<file path="src/design/cbb_pkg.sv">
// shared types and constants for the circular byte buffer
package cbb_pkg;

    localparam int BYTE_W      = 8;
    localparam int CNT_W       = 7;
    localparam int DEPTH_DEF   = 64;
    localparam int S_TDATA_W   = 16;
    localparam int M_TDATA_W   = 24;
    localparam int M_TUSER_W   = 2;
    localparam logic [CNT_W-1:0] CNT_MAX = '1;

    // request kinds carried in s_tuser
    localparam logic REQ_WRITE = 1'b0;
    localparam logic REQ_READ  = 1'b1;

    // control handed from the sequencer to the row of cells
    typedef struct packed {
        logic              push;
        logic              pop;
        logic [BYTE_W-1:0] data;
        logic [CNT_W-1:0]  fill;
    } chain_ctrl_t;

endpackage

</file>
<file path="src/design/circular_byte_buffer_unit.sv">
// circular byte buffer top level: sequencer, counters and output register
//
//  channel | dir | handshake            | carries
//  s_      | in  | s_tvalid / s_tready  | write byte or read request
//  m_      | out | m_tvalid / m_tready  | one result per byte, write or empty read
//  cfg_    | in  | cfg_valid/cfg_ready  | capacity in use
//
// a write item gives one result; a read item of n bytes first takes the
// request and then shifts the lesser of n and the fill level out of cell 0,
// one byte per cycle while the output is not stalled, or gives one result with
// no byte when nothing can be given. the output register takes the next item in
// the cycle its result is taken. reset empties the ring and sets the capacity to
// DEPTH. a stall on m_tready holds the read sequence and blocks s_tready.
module circular_byte_buffer_unit #(
    parameter int DEPTH = cbb_pkg::DEPTH_DEF
) (
    input  logic                          aclk,
    input  logic                          aresetn,
    input  logic                          s_tvalid,
    output logic                          s_tready,
    input  logic [cbb_pkg::S_TDATA_W-1:0] s_tdata,  // data_byte, read_length, pad
    input  logic                          s_tuser,  // req_type
    input  logic                          s_tlast,
    output logic                          m_tvalid,
    input  logic                          m_tready,
    output logic [cbb_pkg::M_TDATA_W-1:0] m_tdata,  // read_byte, transfer_count,
                                                    // fill_level, pad
    output logic [cbb_pkg::M_TUSER_W-1:0] m_tuser,  // byte_valid, accepted
    output logic                          m_tlast,
    input  logic                          cfg_valid,
    output logic                          cfg_ready,
    input  logic [cbb_pkg::CNT_W-1:0]     cfg_data
);
    import cbb_pkg::*;

    localparam logic ST_IDLE = 1'b0;
    localparam logic ST_READ = 1'b1;

    logic              state_reg, state_next;
    logic [CNT_W-1:0]  cap_reg, cap_next;
    logic [CNT_W-1:0]  fill_reg, fill_next;
    logic [CNT_W-1:0]  wrun_reg, wrun_next;
    logic [CNT_W-1:0]  len_reg, len_next;
    logic [CNT_W-1:0]  pos_reg, pos_next;
    logic              mval_reg, mval_next;
    logic [BYTE_W-1:0] mbyte_reg, mbyte_next;
    logic              mbv_reg, mbv_next;
    logic              macc_reg, macc_next;
    logic [CNT_W-1:0]  mcnt_reg, mcnt_next;
    logic              mlast_reg, mlast_next;
    logic [CNT_W-1:0]  mfill_reg, mfill_next;

    logic [CNT_W-1:0]  cap_eff;
    logic              out_free;
    logic              in_acc;
    logic              cfg_acc;
    logic [BYTE_W-1:0] in_byte;
    logic [CNT_W-1:0]  in_len;
    logic [CNT_W-1:0]  rd_n;
    logic [CNT_W-1:0]  pos_inc;
    logic [BYTE_W-1:0] head_byte;
    chain_ctrl_t       ctrl;

    assign in_byte  = s_tdata[BYTE_W-1:0];
    assign in_len   = s_tdata[BYTE_W+CNT_W-1:BYTE_W];
    assign cfg_ready = 1'b1;
    assign cfg_acc  = cfg_valid;
    assign out_free = !mval_reg || m_tready;
    assign s_tready = (state_reg == ST_IDLE) && out_free;
    assign in_acc   = s_tvalid && s_tready;
    assign pos_inc  = pos_reg + CNT_W'(1);
    assign rd_n     = (in_len < fill_reg) ? in_len : fill_reg;

    // a capacity of zero counts as one, above DEPTH as DEPTH
    always_comb begin
        if (cap_reg == '0) begin
            cap_eff = CNT_W'(1);
        end else if (cap_reg > CNT_W'(DEPTH)) begin
            cap_eff = CNT_W'(DEPTH);
        end else begin
            cap_eff = cap_reg;
        end
    end

    always_comb begin
        state_next = state_reg;
        cap_next   = cap_reg;
        fill_next  = fill_reg;
        wrun_next  = wrun_reg;
        len_next   = len_reg;
        pos_next   = pos_reg;
        mval_next  = mval_reg && !m_tready;
        mbyte_next = mbyte_reg;
        mbv_next   = mbv_reg;
        macc_next  = macc_reg;
        mcnt_next  = mcnt_reg;
        mlast_next = mlast_reg;
        mfill_next = mfill_reg;
        ctrl.push  = 1'b0;
        ctrl.pop   = 1'b0;
        ctrl.data  = in_byte;
        ctrl.fill  = fill_reg;

        case (state_reg)
            ST_IDLE: begin
                if (in_acc) begin
                    mval_next  = 1'b1;
                    mbyte_next = '0;
                    mbv_next   = 1'b0;
                    macc_next  = 1'b0;
                    if (s_tuser == REQ_WRITE) begin
                        if (fill_reg < cap_eff) begin
                            ctrl.push = 1'b1;
                            fill_next = fill_reg + CNT_W'(1);
                            macc_next = 1'b1;
                            wrun_next = (wrun_reg == CNT_MAX) ? wrun_reg
                                                              : wrun_reg + CNT_W'(1);
                        end
                        mcnt_next  = wrun_next;
                        mlast_next = s_tlast;
                        mfill_next = fill_next;
                        if (s_tlast) begin
                            wrun_next = '0;
                        end
                    end else begin
                        mcnt_next  = '0;
                        mlast_next = 1'b1;
                        mfill_next = fill_reg;
                        if (rd_n != '0) begin
                            // first byte goes out from the read state
                            mval_next  = mval_reg && !m_tready;
                            len_next   = rd_n;
                            pos_next   = '0;
                            state_next = ST_READ;
                        end
                    end
                end
            end
            ST_READ: begin
                if (out_free) begin
                    ctrl.pop   = 1'b1;
                    mval_next  = 1'b1;
                    mbyte_next = head_byte;
                    mbv_next   = 1'b1;
                    macc_next  = 1'b0;
                    mcnt_next  = pos_inc;
                    mlast_next = (pos_inc == len_reg);
                    fill_next  = fill_reg - CNT_W'(1);
                    mfill_next = fill_next;
                    pos_next   = pos_inc;
                    if (pos_inc == len_reg) begin
                        state_next = ST_IDLE;
                    end
                end
            end
            default: begin
                state_next = ST_IDLE;
            end
        endcase

        // a capacity write empties the ring
        if (cfg_acc) begin
            cap_next   = cfg_data;
            fill_next  = '0;
            wrun_next  = '0;
            state_next = ST_IDLE;
            ctrl.push  = 1'b0;
            ctrl.pop   = 1'b0;
        end
    end

    always_ff @(posedge aclk) begin
        if (!aresetn) begin
            state_reg <= ST_IDLE;
            cap_reg   <= CNT_W'(DEPTH);
            fill_reg  <= '0;
            wrun_reg  <= '0;
            len_reg   <= '0;
            pos_reg   <= '0;
            mval_reg  <= 1'b0;
        end else begin
            state_reg <= state_next;
            cap_reg   <= cap_next;
            fill_reg  <= fill_next;
            wrun_reg  <= wrun_next;
            len_reg   <= len_next;
            pos_reg   <= pos_next;
            mval_reg  <= mval_next;
        end
    end

    always_ff @(posedge aclk) begin
        mbyte_reg <= mbyte_next;
        mbv_reg   <= mbv_next;
        macc_reg  <= macc_next;
        mcnt_reg  <= mcnt_next;
        mlast_reg <= mlast_next;
        mfill_reg <= mfill_next;
    end

    cbb_chain #(
        .DEPTH (DEPTH)
    ) u_chain (
        .aclk      (aclk),
        .ctrl      (ctrl),
        .head_byte (head_byte)
    );

    assign m_tvalid = mval_reg;
    assign m_tdata  = M_TDATA_W'({mfill_reg, mcnt_reg, mbyte_reg});
    assign m_tuser  = {macc_reg, mbv_reg};
    assign m_tlast  = mlast_reg;

    a_fill_in_cap: assert property (@(posedge aclk) disable iff (!aresetn)
        fill_reg <= cap_eff)
        else $error("fill above capacity in use");

    a_read_blocks_input: assert property (@(posedge aclk) disable iff (!aresetn)
        state_reg == ST_READ |-> !s_tready)
        else $error("input taken during a read");

    a_read_pops: assert property (@(posedge aclk) disable iff (!aresetn)
        (state_reg == ST_READ && out_free && !cfg_valid)
        |=> fill_reg == $past(fill_reg) - CNT_W'(1))
        else $error("read byte sent without fill dropping");

    a_read_nonempty: assert property (@(posedge aclk) disable iff (!aresetn)
        state_reg == ST_READ |-> fill_reg != '0)
        else $error("read running on an empty ring");

endmodule

</file>
<file path="src/design/cbb_cell.sv">
// one byte cell of the shifting store
module cbb_cell (
    input  logic                      aclk,
    input  logic                      load,
    input  logic                      shift,
    input  logic [cbb_pkg::BYTE_W-1:0] load_byte,
    input  logic [cbb_pkg::BYTE_W-1:0] nbr_byte,
    output logic [cbb_pkg::BYTE_W-1:0] cell_byte
);
    import cbb_pkg::*;

    logic [BYTE_W-1:0] byte_reg;
    logic [BYTE_W-1:0] byte_next;

    always_comb begin
        byte_next = byte_reg;
        if (shift) begin
            byte_next = nbr_byte;
        end else if (load) begin
            byte_next = load_byte;
        end
    end

    always_ff @(posedge aclk) begin
        byte_reg <= byte_next;
    end

    assign cell_byte = byte_reg;

endmodule

</file>
<file path="src/design/cbb_chain.sv">
// row of byte cells: oldest byte in cell 0, new bytes land at the fill position
module cbb_chain #(
    parameter int DEPTH = cbb_pkg::DEPTH_DEF
) (
    input  logic                       aclk,
    input  cbb_pkg::chain_ctrl_t       ctrl,
    output logic [cbb_pkg::BYTE_W-1:0] head_byte
);
    import cbb_pkg::*;

    logic [BYTE_W-1:0] cell_q [DEPTH];

    for (genvar i = 0; i < DEPTH; i++) begin : g_cell
        logic [BYTE_W-1:0] nbr;
        if (i == DEPTH - 1) begin : g_end
            assign nbr = '0;
        end else begin : g_mid
            assign nbr = cell_q[i+1];
        end
        cbb_cell u_cell (
            .aclk      (aclk),
            .load      (ctrl.push && (ctrl.fill == CNT_W'(i))),
            .shift     (ctrl.pop),
            .load_byte (ctrl.data),
            .nbr_byte  (nbr),
            .cell_byte (cell_q[i])
        );
    end

    assign head_byte = cell_q[0];

endmodule
</file>
<file path="config.mk">
export PLATFORM = sky130hd
export DESIGN_NAME = circular_byte_buffer_unit
export DESIGN_NICKNAME = d
export VERILOG_FILES = /design/src/design/cbb_pkg.sv /design/src/design/circular_byte_buffer_unit.sv /design/src/design/cbb_cell.sv /design/src/design/cbb_chain.sv
export SDC_FILE = /design/constraint.sdc
export NUM_CORES = 1
export LEC_CHECK = 0
export ABC_CLOCK_PERIOD_IN_PS = 9700
export BUFFER_PORTS_ARGS = -buffer_cell sky130_fd_sc_hd__buf_2
export CAP_MARGIN = 20
export CELL_PAD_IN_SITES_DETAIL_PLACEMENT = 0
export CELL_PAD_IN_SITES_GLOBAL_PLACEMENT = 1
export CORE_MARGIN = 1
export CORE_UTILIZATION = 59
export CTS_BUF_LIST = sky130_fd_sc_hd__clkbuf_2 sky130_fd_sc_hd__clkbuf_4 sky130_fd_sc_hd__clkbuf_8
export DETAILED_ROUTE_END_ITERATION = 6
export GPL_TIMING_DRIVEN = 0
export PLACE_DENSITY = 0.95
export SYNTH_ARGS = -nofsm -noshare
export SYNTH_HDL_FRONTEND = slang
export SYNTH_SLANG_ARGS = --single-unit
</file>
<file path="constraint.sdc">
create_clock -name aclk -period 9.7 [get_ports aclk]
set_input_delay 2.91 -clock aclk [delete_from_list [all_inputs] [get_ports aclk]]
set_output_delay 2.91 -clock aclk [all_outputs]
set_load 0.02 [all_outputs]
</file>
======== Word-level counts from Yosys, hierarchy flattened ========
Index checks and enable logic that the tools add are counted.
storage, ports and cells
  logic and storage cells ................. 473
  bits in registers ....................... 574
  bits of input ports ..................... 30
  output and inout bits ................... 30
cells by class
  $lt $le $gt $ge ......................... 3
  add/subtract/negate cells ............... 4
  multiplexer cells ....................... 176
  bitwise gates (word level) .............. 3
  equal/unequal tests ..................... 69
  reduce and logical (&&, ||, !) cells .... 141
operators with widths
  operator                                               number
  two-way mux 8 bit                                      128
  == test 7 x 6 -> 1 bit, second input constant          32
  nonzero test 2 bit                                     63
  == test 7 x 5 -> 1 bit, second input constant          16
  two-way mux 7 bit                                      16
  logical AND 1 bit                                      67
  == test 7 x 4 -> 1 bit, second input constant          8
  one-hot mux 7 bit (2 select lines)                     3
  == test 7 x 3 -> 1 bit, second input constant          4
  two-way mux 1 bit                                      22
  adder 7 x 1 -> 7 bit, second input constant            3
  one-hot mux 8 bit (2 select lines)                     1
  == test 7 x 2 -> 1 bit, second input constant          2
  zero test 7 bit                                        2
  < comparator 7 bit                                     2
  one-hot mux 1 bit (2 select lines)                     5
  AND reduction 4 bit                                    2
  == test 7 x 1 -> 1 bit, second input constant          1
  == test 7 bit                                          1
  == test 7 bit, second input constant                   1
  greater-than comparator 7 bit, second input constant   1
  nonzero test 7 bit                                     1
  subtractor 7 x 1 -> 7 bit, second input constant       1
  inequality test 2 x 1 -> 1 bit, second input constant  2
  other kinds (8)                                        12

======== Logic depth before layout (Yosys ltp) ========
  word-level depth ........................ 12
  gate-level depth with buffers ........... 11
  gate-level depth less buffers ........... 10

======== Hierarchy ========
A second synthesis with hierarchy kept.
second synthesis, totals
  cells, all modules ...................... 1645
  area total of the unflattened synthesis .. 28319.7 um2
modules (own cells, without submodules)
  module                     sequential area each (um2)  area an instance (um2)  instances  cells each
  cbb_cell                   240.2                       377.9                   64         18
  circular_byte_buffer_unit  1491.4                      3553.4                  1          389
  cbb_chain                  0.0                         583.1                   1          104

======== Least setup slack after synthesis ========
OpenSTA, ideal clock, no wires.
  path kind ............................... input -> output
  start ................................... in m_tready
  end ..................................... out s_tready
  path buffers ............................ 0
  data arrival time ....................... 3.352 ns
  stages on the path ...................... 2
  path slack .............................. 3.438 ns
  data required time ...................... 6.790 ns
  cell sequence ........................... nor2b_1 -> nor2_1
on the way
  word-level cells in the longest chain between the ends .. 2
ends and longest elaborated chain
  item               line                             RTL
  start, declared    circular_byte_buffer_unit.sv:25  input logic m_tready,
  logical OR 1 bit   circular_byte_buffer_unit.sv:68  assign out_free = !mval_reg || m_tready;
  logical AND 1 bit  circular_byte_buffer_unit.sv:69  assign s_tready = (state_reg == ST_IDLE) && out_free;
  end, declared      circular_byte_buffer_unit.sv:20  output logic s_tready,
Every way passes these cells.

======== Final worst setup path ========
Ends and elaborated chain as after synthesis.

==> flow_results.org <==
** Run status
- Run status :: finished, final reports clean

** GRT
- Number of global-route vias before repair :: 14.6k
- The first global-routing pass estimated 81,600 µm of wire.
- GRT Overall Usage :: 25.8%
- The number of antenna violations at the first check in global routing is 0.
- Gr ovfl total :: 0
- Maximum number of pins on one net before global-route repair :: 26

** Pwr
- Cell-internal power :: 3950 µW
- The worst-case IR drop observed on VDD is 0.133 mV.
- Switching part of the total power :: 22.2%
- Combinational logic is responsible for 5.7% of the overall power.
- Per report_power, the sequential group accounts for 54.3% of the total.
- In this run, the clock network consumes 40.0% of the power.
- Switching component of the power :: 1130 µW
- In this run the static leakage power is 0.0113 µW.
- Total power per unit cell area :: 190 mW/mm²

** Timing
- Timing would allow up to 0.149 GHz.
- The final-report hold violation count came to 0.
- The clock arrives with 0.0241 ns of skew.
- Number of pins with negative max-slew slack in the final report :: 0
- Unrepaired setup endpoints after global routing :: no
- Worst slew margin relative to its limit :: 26.7%
- The worst path in the final design needs a cycle of 6.71 ns, including I/O delays and setup.
- Least-Margin Pin Slew :: 1.10 ns
- Setup violations remaining at the end of the flow were counted as 0.
- Once routing completed, OpenROAD measured the worst setup slack at 2.99 ns.
- Final critical-path share of the clock period :: 69.2%
- Setup total negative slack on the finished layout was measured at 0 ns.

** Setup path
- The worst setup path is launched from an input pin.
- Class of the most critical setup path :: input pin to primary output
- In this design, the stage delay of the slowest critical-path cell is 0.39 ns.
- For the worst setup path, the data required time is 6.79 ns.
- The slowest stage of the critical path belongs to the cell sky130_fd_sc_hd__nor2b_1.
- Cell type with the highest occurrence count on the critical path :: sky130_fd_sc_hd__buf_2
- Critical Path AT :: 3.80 ns
- CP Cell Sequence :: buf_2, nor2b_1, nor2_1, buf_2
- In this run the worst path has a maximum fanout of 5.
- The worst setup path is captured at a primary output.

** Clocking
- Counting every sink on the clock net gives 574.
- Maximum buffer depth of the clock tree :: 3
- Clock-pin slew of the registers on the worst-case setup and hold paths :: 0.06 ns
- Post-CTS resize count :: 0
- Cell at the root of the clock tree :: sky130_fd_sc_hd__clkbuf_8
- TritonCTS clock tree :: built
- For this design, the CTS-stage hold fixing added 0 buffers.
- Number of buffers created by CTS :: 91
- Worst-skew pair later-pin latency :: 0.64 ns
- H-tree lvl count :: 3
- Number of setup buffers added after CTS :: 0

** Route
- Wires add up to 52,100 µm.
- Drt first pass iters :: 5
- After detailed routing, the average wire length per cell comes to 21.5 µm.
- DRC Markers :: 0
- Via-to-Cell Ratio :: 6.04
- Drt initial violations :: 1,450
- ANT nets after route :: 0
- Overall via count from detail_route :: 14.6k

** Worst hold path
- Path class of the lowest-slack min-delay path :: flop to flop

** Logic synthesis
- During synthesis, Yosys emitted a total of 0 warnings.
- Async S/R FF share, synth :: 0%
- Number of cells produced by synthesis :: 1,641
- Unique masters post-synth :: 54
- Averaged over all synthesized cells, the footprint is 14.5 µm².
- In this run, synthesis produced a sequential element count of 574.
- Synthesized cell area :: 0.0237 mm²
- Among all flip-flop cells after synthesis, the most frequent one is sky130_fd_sc_hd__edfxtp_1.
- Library cell occupying the most area in the post-synthesis netlist :: sky130_fd_sc_hd__edfxtp_1
- Sorting the synthesized cells by area gives the leading types as sky130_fd_sc_hd__edfxtp_1 (67%), sky130_fd_sc_hd__a21o_1 (16%), sky130_fd_sc_hd__dfxtp_1 (3.8%), sky130_fd_sc_hd__clkbuf_1 (1.9%), sky130_fd_sc_hd__ha_1 (1.0%).
- Summed over its instances, the top area cell type makes up 66.9% of the synthesized netlist area.
- EDFF count, synth :: 529
- Post-synthesis sequential area ratio :: 70.7%

** Floorplanning
- For this configuration, the core starts out at a cell density of 59.8%.
- Core region area :: 0.0397 mm²
- The die is 203 µm wide.
- Number of primary I/O pins :: 60
- Floorplan row count :: 73
- The die is 203 µm tall.
- The floorplan step defined a die boundary enclosing 0.0411 mm².

** Layout
- The post-route netlist has 14.0% of its cells at a drive strength greater than 1.
- The final layout contains 1,873 nets.
- Max reg flops :: 512
- After routing the design area is 0.0267 mm².
- The area growth from synthesis to layout is 12.3%.

** Placement
- OpenSTA, run right after detailed placement, puts the worst setup slack at 3.05 ns.
- The congestion estimate from routability-driven global placement came to 0.892.
- Final HPWL DP :: 35,300 µm
- In this run the tool buffered the top-level ports with 55 buffer cells.
- Area after DPL :: 0.0248 mm²

** Run
- Count of maximum capacitance violations :: 0
==> logic make-up (layout without fill, tap and decap cells) <==
family	count (synthesis)	count (layout)	synth area share, %
xor gates and xnor gates	27	27	0.996
other	2	4	0.0316
muxes	16	16	0.674
adders and majority gates	19	19	1.00
buffers and inverters	159	412	2.76
DFF	574	574	70.7
and+or+nand+nor	189	189	4.06
AOI/OAI and AO/OA	655	655	19.8
==> power by group through the flow <==
stage / clock, µW / combinational, µW / sequential, µW
6_report: 2030 / 289 / 2750
3_5_place_dp: 0 / 282 / 2810
2_1_floorplan: 0 / 187 / 2810
5_1_grt: 2160 / 313 / 2750
4_1_cts: 2060 / 285 / 2750
3_3_place_gp: 0 / 268 / 2810
==> cell usage after synthesis (all sizes together) (18+ instances only) <==
cell type  count
a21o         505
a21oi         27
and2          18
buf           25
clkbuf       120
dfxtp         45
edfxtp       529
ha            19
nand2         46
nand3         23
nor2          56
o21ai         76
xnor2         18
==> cell type report <==
class	instances	area, µm²
Antenna cell	1	2.50
Inverter	14	52.6
Sequential cell	574	16800
Tap cell	525	657
Clock buffer	133	1610
Clock inverter	31	174
Fill cell	2754	13100
Timing Repair Buffer	89	468
Buffer	145	603
Multi-Input combinational cell	909	6310
==> stage by stage <==
step / std cells / util (%) / hold WS, ns / total power [µW]
global placement: 2222 / 62.1 / 0.452 / 3070
finish: 2421 / 67.1 / 0.482 / 5070
detailed placement: 2249 / 62.5 / 0.473 / 3090
floorplan: 1642 / - / 0.403 / 3000
global route: 2420 / 67.1 / 0.494 / 5230
CTS: 2413 / 67.0 / 0.486 / 5100
==> critical path: cells and delay by family <==
family | cells | cell delay [ns]
simple gates | 2 | 0.58
buf+inv | 2 | 0.30
==> path summary, 6_finish.rpt <==
check / start / to / slack, ns / depth (start not counted)
max: m_tready / s_tready / 2.99 / 4
min: pos_reg[6] / pos_reg[6] / 0.48 / 1
max reg2reg: cap_reg[6] / u_chain.g_cell[58].u_cell.cell_byte[5] / 5.93 / 12
min reg2reg: pos_reg[6] / pos_reg[6] / 0.48 / 1
==> cell usage in the layout, fill, tap and decap left out, types with 3 or more instances in the layout <==
cell type | synthesis | layout
sky130_fd_sc_hd__clkbuf_1 | 120 | 120
sky130_fd_sc_hd__dfxtp_1 | 45 | 45
sky130_fd_sc_hd__a31oi_1 | 14 | 14
sky130_fd_sc_hd__nor2_1 | 56 | 56
sky130_fd_sc_hd__o31ai_1 | 9 | 9
sky130_fd_sc_hd__a21o_1 | 505 | 505
sky130_fd_sc_hd__clkinv_2 | 0 | 6
sky130_fd_sc_hd__mux2i_1 | 16 | 16
sky130_fd_sc_hd__and3_1 | 9 | 9
sky130_fd_sc_hd__o21ai_1 | 32 | 32
sky130_fd_sc_hd__clkbuf_8 | 0 | 98
sky130_fd_sc_hd__o21ai_0 | 44 | 44
sky130_fd_sc_hd__conb_1 | 2 | 3
sky130_fd_sc_hd__a21oi_1 | 27 | 27
sky130_fd_sc_hd__or3_1 | 8 | 8
sky130_fd_sc_hd__clkinv_1 | 3 | 23
sky130_fd_sc_hd__nor3_1 | 8 | 8
sky130_fd_sc_hd__buf_6 | 3 | 3
sky130_fd_sc_hd__a211oi_1 | 8 | 8
sky130_fd_sc_hd__clkbuf_4 | 0 | 37
sky130_fd_sc_hd__buf_4 | 6 | 9
sky130_fd_sc_hd__nand4_1 | 5 | 5
sky130_fd_sc_hd__inv_1 | 11 | 11
sky130_fd_sc_hd__buf_1 | 5 | 5
sky130_fd_sc_hd__buf_2 | 11 | 94
sky130_fd_sc_hd__xnor2_1 | 18 | 18
sky130_fd_sc_hd__and2_1 | 18 | 18
sky130_fd_sc_hd__xor2_1 | 9 | 9
sky130_fd_sc_hd__nand2_1 | 45 | 45
sky130_fd_sc_hd__nand2b_1 | 5 | 5
sky130_fd_sc_hd__ha_1 | 19 | 19
sky130_fd_sc_hd__nand3_1 | 22 | 22
sky130_fd_sc_hd__nor2b_1 | 4 | 4
sky130_fd_sc_hd__edfxtp_1 | 529 | 529
==> layer usage <==
metal	up-vias	GRT usage, %	share of wire, %
met4	0	9.72	2.8
met2	539	39.9	47
li1	6577	-	-
met1	7388	36.3	44
met5	-	0	0
met3	113	5.39	6.6
Note: power is estimated with default switching activity, not from simulation.
